### config.mk
export PLATFORM = sky130hd
export DESIGN_NAME = cobs_frame_encoder_core
export DESIGN_NICKNAME = d
export VERILOG_FILES = /design/src/hw/rtl/cobs_enc_pkg.sv /design/src/hw/rtl/cobs_enc_ram.sv /design/src/hw/rtl/cobs_enc_pack.sv /design/src/hw/rtl/cobs_enc_ctrl.sv /design/src/hw/rtl/cobs_frame_encoder_core.sv
export VERILOG_INCLUDE_DIRS = /design/src /design/src/hw/rtl
export SDC_FILE = /design/constraint.sdc
export NUM_CORES = 2
export LEC_CHECK = 0
export BUFFER_PORTS_ARGS = -buffer_cell sky130_fd_sc_hd__clkbuf_2
export CAP_MARGIN = 20
export CORE_MARGIN = 2
export CORE_UTILIZATION = 30
export CTS_CLUSTER_SIZE = 12
export DETAILED_ROUTE_END_ITERATION = 6
export GPL_ROUTABILITY_DRIVEN = 0
export PLACE_DENSITY = 0.49
export SETUP_SLACK_MARGIN = 0.02
export SKIP_LAST_GASP = 1
export SYNTH_ARGS = -nofsm -noshare
export SYNTH_HDL_FRONTEND = slang
export SYNTH_HIERARCHICAL = 1
export SYNTH_SLANG_ARGS = --single-unit
### constraint.sdc
create_clock -name aclk -period 5.6 [get_ports aclk]
set_clock_uncertainty 0.05 [all_clocks]
set_input_delay 1.12 -clock aclk [delete_from_list [all_inputs] [get_ports aclk]]
set_output_delay 1.12 -clock aclk [all_outputs]
set_load 0.02 [all_outputs]
### src/hw/rtl/cobs_frame_encoder_core_defines.svh
`ifndef COBS_FRAME_ENCODER_CORE_DEFINES_SVH
`define COBS_FRAME_ENCODER_CORE_DEFINES_SVH

// Same-cycle implication, sampled on the rising edge, held off during reset.
`define COBS_ASSERT_NOW(label, clk, rst_n, ante, cons) \
    label: assert property (@(posedge clk) disable iff (!(rst_n)) (ante) |-> (cons)) \
        else $error("cobs encoder check failed");

// Next-cycle implication.
`define COBS_ASSERT_NEXT(label, clk, rst_n, ante, cons) \
    label: assert property (@(posedge clk) disable iff (!(rst_n)) (ante) |=> (cons)) \
        else $error("cobs encoder check failed");

`endif

### src/hw/rtl/cobs_enc_pkg.sv
package cobs_enc_pkg;

    localparam int GROUP_MAX = 254;
    localparam int CODE_FULL = 255;

    typedef struct packed {
        logic [7:0] in_byte;
        logic       in_last;
    } in_item_t;

    typedef struct packed {
        logic [63:0] out_bytes;
        logic [3:0]  out_count;
        logic        out_last;
    } out_item_t;

    typedef enum logic [2:0] {
        ST_IDLE,
        ST_CODE,
        ST_READ,
        ST_DATA,
        ST_DELIM
    } enc_state_t;

    typedef struct packed {
        logic       push;
        logic       delim;
        logic [7:0] data;
    } pack_req_t;

endpackage

### src/hw/rtl/cobs_enc_ram.sv
module cobs_enc_ram #(
    parameter int WIDTH = 8,
    parameter int DEPTH = 254,
    localparam int AW = (DEPTH > 1) ? $clog2(DEPTH) : 1
) (
    input  logic             aclk,
    input  logic             we,
    input  logic [AW-1:0]    waddr,
    input  logic [WIDTH-1:0] wdata,
    input  logic             re,
    input  logic [AW-1:0]    raddr,
    output logic [WIDTH-1:0] rdata
);

    logic [WIDTH-1:0] mem [DEPTH];
    logic [WIDTH-1:0] rdata_reg;

    always_ff @(posedge aclk) begin
        if (we) begin
            mem[waddr] <= wdata;
        end
        if (re) begin
            rdata_reg <= mem[raddr];
        end
    end

    assign rdata = rdata_reg;

endmodule

### src/hw/rtl/cobs_enc_pack.sv
module cobs_enc_pack import cobs_enc_pkg::*; (
    input  logic      aclk,
    input  logic      aresetn,
    input  pack_req_t req,
    output logic      ok,
    output logic      m_valid,
    input  logic      m_ready,
    output out_item_t m_data
);

    logic [55:0] pack_bytes_reg, pack_bytes_next;
    logic [2:0]  pack_count_reg, pack_count_next;
    logic        m_valid_reg, m_valid_next;
    out_item_t   m_data_reg, m_data_next;
    logic        out_free;
    logic        load;
    logic [55:0] bytes_ins;

    assign out_free = !m_valid_reg || m_ready;
    assign ok = req.delim ? out_free : ((pack_count_reg != 3'd7) || out_free);

    always_comb begin
        bytes_ins = pack_bytes_reg;
        for (int l = 0; l < 7; l++) begin
            if (pack_count_reg == 3'(l)) begin
                bytes_ins[8*l +: 8] = req.data;
            end
        end
    end

    always_comb begin
        pack_bytes_next = pack_bytes_reg;
        pack_count_next = pack_count_reg;
        m_data_next     = m_data_reg;
        load            = 1'b0;
        if (req.delim && ok) begin
            load                  = 1'b1;
            m_data_next.out_bytes = {8'h00, pack_bytes_reg};
            m_data_next.out_count = {1'b0, pack_count_reg} + 4'd1;
            m_data_next.out_last  = 1'b1;
            pack_bytes_next       = '0;
            pack_count_next       = '0;
        end else if (req.push && ok) begin
            if (pack_count_reg == 3'd7) begin
                load                  = 1'b1;
                m_data_next.out_bytes = {req.data, pack_bytes_reg};
                m_data_next.out_count = 4'd8;
                m_data_next.out_last  = 1'b0;
                pack_bytes_next       = '0;
                pack_count_next       = '0;
            end else begin
                pack_bytes_next = bytes_ins;
                pack_count_next = pack_count_reg + 3'd1;
            end
        end
        m_valid_next = load ? 1'b1 : (m_valid_reg && !m_ready);
    end

    always_ff @(posedge aclk) begin
        if (!aresetn) begin
            pack_bytes_reg <= '0;
            pack_count_reg <= '0;
            m_valid_reg    <= 1'b0;
        end else begin
            pack_bytes_reg <= pack_bytes_next;
            pack_count_reg <= pack_count_next;
            m_valid_reg    <= m_valid_next;
        end
        m_data_reg <= m_data_next;
    end

    assign m_valid = m_valid_reg;
    assign m_data  = m_data_reg;

endmodule

### src/hw/rtl/cobs_enc_ctrl.sv
module cobs_enc_ctrl import cobs_enc_pkg::*; #(
    parameter int GROUP_DEPTH = GROUP_MAX,
    localparam int AW = (GROUP_DEPTH > 1) ? $clog2(GROUP_DEPTH) : 1,
    localparam int CW = $clog2(GROUP_DEPTH + 1)
) (
    input  logic          aclk,
    input  logic          aresetn,
    input  logic          s_valid,
    output logic          s_ready,
    input  in_item_t      s_data,
    output logic          ram_we,
    output logic [AW-1:0] ram_waddr,
    output logic [7:0]    ram_wdata,
    output logic          ram_re,
    output logic [AW-1:0] ram_raddr,
    input  logic [7:0]    ram_rdata,
    output pack_req_t     pk_req,
    input  logic          pk_ok
);

    enc_state_t    state_reg, state_next;
    logic [CW-1:0] count_reg, count_next;
    logic [CW-1:0] idx_reg, idx_next;
    logic          last_reg, last_next;
    logic          again_reg, again_next;
    logic          accept;
    logic          in_zero;
    logic          full;
    logic          close_done;

    assign accept     = s_valid && (state_reg == ST_IDLE);
    assign in_zero    = (s_data.in_byte == 8'h00);
    assign full       = (count_reg == CW'(GROUP_DEPTH - 1));
    assign close_done = pk_ok && (((state_reg == ST_CODE) && (count_reg == '0)) ||
                        ((state_reg == ST_DATA) && (idx_reg + CW'(1) == count_reg)));

    always_comb begin
        state_next = state_reg;
        case (state_reg)
            ST_IDLE: begin
                if (accept && (in_zero || full || s_data.in_last)) begin
                    state_next = ST_CODE;
                end
            end
            ST_CODE, ST_DATA: begin
                if (close_done) begin
                    if (last_reg && again_reg) begin
                        state_next = ST_CODE;
                    end else if (last_reg) begin
                        state_next = ST_DELIM;
                    end else begin
                        state_next = ST_IDLE;
                    end
                end else if (pk_ok) begin
                    state_next = ST_READ;
                end
            end
            ST_READ: begin
                state_next = ST_DATA;
            end
            ST_DELIM: begin
                if (pk_ok) begin
                    state_next = ST_IDLE;
                end
            end
            default: state_next = ST_IDLE;
        endcase
    end

    always_comb begin
        s_ready   = (state_reg == ST_IDLE);
        ram_we    = accept && !in_zero;
        ram_waddr = count_reg[AW-1:0];
        ram_wdata = s_data.in_byte;
        ram_re    = (state_reg == ST_READ);
        ram_raddr = idx_reg[AW-1:0];
        pk_req    = '0;
        case (state_reg)
            ST_CODE: begin
                pk_req.push = 1'b1;
                pk_req.data = 8'(count_reg) + 8'd1;
            end
            ST_DATA: begin
                pk_req.push = 1'b1;
                pk_req.data = ram_rdata;
            end
            ST_DELIM: begin
                pk_req.delim = 1'b1;
            end
            default: pk_req = '0;
        endcase
    end

    always_comb begin
        count_next = count_reg;
        idx_next   = idx_reg;
        last_next  = last_reg;
        again_next = again_reg;
        if (accept) begin
            last_next = s_data.in_last;
            if (in_zero || full) begin
                again_next = s_data.in_last;
            end else begin
                again_next = 1'b0;
            end
            if (!in_zero) begin
                count_next = count_reg + CW'(1);
            end
        end
        if ((state_reg == ST_CODE) && pk_ok) begin
            idx_next = '0;
        end
        if ((state_reg == ST_DATA) && pk_ok) begin
            idx_next = idx_reg + CW'(1);
        end
        if (close_done) begin
            count_next = '0;
            if (last_reg && again_reg) begin
                again_next = 1'b0;
            end
        end
    end

    always_ff @(posedge aclk) begin
        if (!aresetn) begin
            state_reg <= ST_IDLE;
            count_reg <= '0;
            idx_reg   <= '0;
            last_reg  <= 1'b0;
            again_reg <= 1'b0;
        end else begin
            state_reg <= state_next;
            count_reg <= count_next;
            idx_reg   <= idx_next;
            last_reg  <= last_next;
            again_reg <= again_next;
        end
    end

endmodule

### src/hw/rtl/cobs_frame_encoder_core.sv
// Channel  | Ports                        | Moves
// ---------+------------------------------+--------------------------------------
// input    | s_valid, s_ready, s_data     | one raw byte plus end-of-frame flag
// result   | m_valid, m_ready, m_data     | up to eight encoded bytes per word
//
// A non-zero byte that leaves its group open is a single store write.
// A byte that closes a group of n held bytes is accepted, then its code byte is
// sent, then one read and one pack step follow per byte through the store port.
// End of frame adds the delimiter, plus the empty 0x01 group after a full run or
// a trailing zero. Reset is synchronous, active low.
// A full result register that is not taken stalls the packer and thus the input.
`include "cobs_frame_encoder_core_defines.svh"

module cobs_frame_encoder_core import cobs_enc_pkg::*; #(
    parameter int GROUP_DEPTH = GROUP_MAX
) (
    input  logic      aclk,
    input  logic      aresetn,
    input  logic      s_valid,
    output logic      s_ready,
    input  in_item_t  s_data,
    output logic      m_valid,
    input  logic      m_ready,
    output out_item_t m_data
);

    localparam int AW = (GROUP_DEPTH > 1) ? $clog2(GROUP_DEPTH) : 1;

    logic          ram_we;
    logic [AW-1:0] ram_waddr;
    logic [7:0]    ram_wdata;
    logic          ram_re;
    logic [AW-1:0] ram_raddr;
    logic [7:0]    ram_rdata;
    pack_req_t     pk_req;
    logic          pk_ok;
    logic          s_zero_fire;
    logic          m_full_word;
    logic          m_count_ok;

    cobs_enc_ctrl #(
        .GROUP_DEPTH(GROUP_DEPTH)
    ) u_ctrl (
        .aclk      (aclk),
        .aresetn   (aresetn),
        .s_valid   (s_valid),
        .s_ready   (s_ready),
        .s_data    (s_data),
        .ram_we    (ram_we),
        .ram_waddr (ram_waddr),
        .ram_wdata (ram_wdata),
        .ram_re    (ram_re),
        .ram_raddr (ram_raddr),
        .ram_rdata (ram_rdata),
        .pk_req    (pk_req),
        .pk_ok     (pk_ok)
    );

    cobs_enc_ram #(
        .WIDTH(8),
        .DEPTH(GROUP_DEPTH)
    ) u_store (
        .aclk  (aclk),
        .we    (ram_we),
        .waddr (ram_waddr),
        .wdata (ram_wdata),
        .re    (ram_re),
        .raddr (ram_raddr),
        .rdata (ram_rdata)
    );

    cobs_enc_pack u_pack (
        .aclk    (aclk),
        .aresetn (aresetn),
        .req     (pk_req),
        .ok      (pk_ok),
        .m_valid (m_valid),
        .m_ready (m_ready),
        .m_data  (m_data)
    );

    assign s_zero_fire = s_valid && s_ready && (s_data.in_byte == 8'h00);
    assign m_full_word = (m_data.out_count == 4'd8);
    assign m_count_ok  = (m_data.out_count != 4'd0) && (m_data.out_count <= 4'd8);

    `COBS_ASSERT_NEXT(a_zero_closes, aclk, aresetn, s_zero_fire, !s_ready)
    `COBS_ASSERT_NEXT(a_delim_word, aclk, aresetn, pk_req.delim && pk_ok, m_valid && m_data.out_last)
    `COBS_ASSERT_NOW(a_mid_word_full, aclk, aresetn, m_valid && !m_data.out_last, m_full_word)
    `COBS_ASSERT_NOW(a_count_range, aclk, aresetn, m_valid, m_count_ok)

endmodule
==> metrics <==
first-pass GRT wire length=352 mm; switching share of power=0.211; routed via count=44200; synth warn=6; CTS sink cnt=2190; final worst path period need=4.54 ns; die area=292000 sq um; adder-cell share of the synthesized area=0.00131; port bufs=just over 80; Cells after Synth=roughly 4300; global-route usage over all layers=0.168; nets=4637; post-synth cell types=between 80 and 90; Worst Setup Start Kind=flip-flop; Core Util, Final=0.347; Internal Pwr Total=26200 uW; commonest register cell after synthesis=edfxtp_1; Max Slew Vio Count=0; DRC Markers=0; Fmax achieved=0.220 GHz; core area=286000 sq um; Finished Layout Cells=8534; setup repair bufs after CTS=0; Overflow after GRT=0; Clock power frac=0.430; drt wl/cell=29.3 um; max reg flops=2032; Worst Tran Pin Value=1.17 ns; largest net degree at the start of global routing=195; flop2flop setup slack=1.06 ns; Area Growth Syn to Fin=14.9%; ANT nets after route=0; Die Y=540 um; EDFF count, synth=2100; xor/xnor share of the synthesized area=0.00213; initial antenna violation count=11; Routed WL=250 mm; share of cells above drive strength 1=0.256; R2R cell count=9; power share of the sequential group=0.541; detailed-router iteration count before antenna repair=7; Synth Area in Simple Gates=0.0432; vias in the first global route=44000; Tot Pwr=33200 uW; NetSw=7000 uW; hold buffer count at CTS=0; worst-path fanout max=23; clk slew on worst S/H paths=approximately 0.060 ns; hpwl dp=about 160 mm; Worst Hold End=u_pack/pack_bytes_reg[30]$_SDFFE_PP0P_; Post-Synthesis Cell Area=86300 sq um; max_slew headroom=0.220; mux share of post-synthesis cell area=0.152; final setup fails=0; I/O pins=84; dpl cells=8145; syn nets=4308; worst-skew pair later-pin latency=about 0.87 ns; largest family of logic cells by synthesized area=multiplexers; worst min-delay path class=reg -> reg; Die X=540 um; CTS buffer count=226; Synth Area in Compound Gates=0.0286; max cap viols=0; Min-Delay Startpoint=u_pack/pack_bytes_reg[30]$_SDFFE_PP0P_; Leak=a little over 0.03 uW; Avg Cell Area, Syn=20.1 sq um; setup TNS=0 ns; Starting Density=0.302; H-tree depth=4; post-synthesis sequential area ratio=0.752; clock buffer depth=3; Comb pwr share=0.029; r2r endpoint=u_store/rdata[0]$_DFFE_PP_; outcome=finished, final reports clean; CTS tree=built; iteration-0 DRC count of the detailed router=5600; peak supply drop=0.000320 V; CTS resizes=0; FP Rows=196; asr flop ratio synth=0; clock root buffer master=clkbuf_16; Hold Vio Cnt, Final=0; CP required=6.16 ns; part of the cycle the worst path needs=0.811; P per Cell Area=335 nW/um^2; Worst Setup End Kind=flip-flop; CP arrival=slightly above 5 ns; FF-to-FF Start=u_ctrl/ram_raddr[0]$_SDFFE_PN0P_; RSZ-0062 raised after global routing=no; Hold Path Depth=2; via-per-instance ratio=5.18; Seq cells post-synth=2190; kind of critical path=reg -> reg
==> cell usage after synthesis, drive strengths merged, types with 3 or more instances <==
master,count,area (sq um)
a21boi,3,33.8
o221ai,11,96.3
nor2b,42,263
o21a,3,26.3
or4,4,30.0
inv,15,56.3
xor2,6,52.6
edfxtp,2100,63100
a31oi,21,138
a21oi,65,337
buf,175,1430
a2111oi,12,113
nor4,8,50.1
nor3,36,230
or3,6,37.5
o21ai,59,307
nand2b,10,70.1
nand2,176,661
nor3b,4,30.0
xnor2,15,131
clkbuf,93,353
a22o,37,324
a32oi,8,70.1
ha,9,113
and2,67,422
nor2,314,1200
a21o,5,37.5
dfxtp,90,1800
a211oi,29,223
and3,10,62.6
nand4,17,113
o32ai,5,43.8
a311oi,5,43.8
o31ai,3,22.5
mux2i,92,921
o22ai,23,144
nand3,90,450
o211ai,7,72.6
mux2,25,282
mux4,522,11900
a22oi,34,255
a221oi,7,61.3
==> layout by cell type, fill, tap and decap left out, types with 53 or more instances in the layout <==
master,instances
clkbuf_2,75
buf_4,259
clkbuf_16,229
nor2_1,309
edfxtp_1,2100
nand3_1,90
dfxtp_1,84
and2_1,65
mux4_2,490
a21oi_1,64
clkbuf_1,53
nand2_1,176
mux2i_1,92
==> metrics by stage <==
| stage | hold slack [ns] | cell area (sq um) | setup slack [ns] |
|---|---|---|---|
| after floorplan | 0.384 | 86300 | 1.99 |
| after global placement | 0.394 | 92100 | 1.21 |
| after detailed placement | 0.399 | 92100 | 1.19 |
| after CTS | 0.400 | 99000 | 1.17 |
| after global routing | 0.422 | 99100 | 1.16 |
| final | 0.406 | 99100 | 1.06 |
==> per-layer routing <==
layer,GRT usage,part of all wire
met5,0,0
met4,0.0423,0.024
met3,0.0313,0.071
met2,0.261,0.46
met1,0.244,0.45
==> power groups by stage <==
stage / registers [uW] / clock network [uW] / logic (uW)
after CTS: 18000 / 14600 / 969
final: 18000 / 14300 / 963
after global placement: 18300 / 0 / 964
after floorplan: 18300 / 0 / 573
after detailed placement: 18300 / 0 / 971
after global routing: 18000 / 15200 / 1020
==> area by class of cell <==
cell class | count | area [sq um]
Multi-Input combinational cell | 1813 | 19600
Timing Repair Buffer | 369 | 2980
Clock inverter | 95 | 883
Inverter | 15 | 60.1
Fill cell | 26500 | 187000
Antenna cell | 2 | 5.00
Sequential cell | 2190 | 64900
Tap cell | 3762 | 4710
Clock buffer | 288 | 6010
==> worst max-delay path, cell delays in order, from the launching register on <==
cell	delay [ns]
dfxtp_4	0.78
buf_12	0.29
buf_4	0.27
buf_4	0.26
mux4_2	0.55
o21ai_0	0.52
nor4_1	0.14
o41ai_2	0.72
o211ai_1	0.35
and3_1	0.31
==> cells by family (layout without fill, tap and decap cells) <==
group,count (synthesis),after routing
AOI/OAI and AO/OA,349,349
xor gates and xnor gates,21,21
buffers and inverters,283,767
adders and majority gates,9,9
other,0,2
DFF,2190,2190
muxes,639,639
and+or+nand+nor,795,795
==> how the worst max path moves through the flow <==
| stage | from | to | slack, ns | cells after the start |
|---|---|---|---|---|
| 4_1_cts | u_ctrl/ram_raddr[0]$_SDFFE_PN0P_ | u_store/rdata[0]$_DFFE_PP_ | 1.17 | 9 |
| 2_1_floorplan | s_valid | u_store/mem[218][0]$_DFFE_PP_ | 1.99 | 7 |
| 3_3_place_gp | u_ctrl/ram_raddr[0]$_SDFFE_PN0P_ | u_store/rdata[0]$_DFFE_PP_ | 1.21 | 9 |
| 3_5_place_dp | u_ctrl/ram_raddr[0]$_SDFFE_PN0P_ | u_store/rdata[0]$_DFFE_PP_ | 1.19 | 9 |
| 6_report | u_ctrl/ram_raddr[0]$_SDFFE_PN0P_ | u_store/rdata[0]$_DFFE_PP_ | 1.06 | 9 |
| 5_1_grt | u_ctrl/ram_raddr[0]$_SDFFE_PN0P_ | u_store/rdata[0]$_DFFE_PP_ | 1.16 | 9 |
Note: power is estimated with default switching activity, not from simulation.
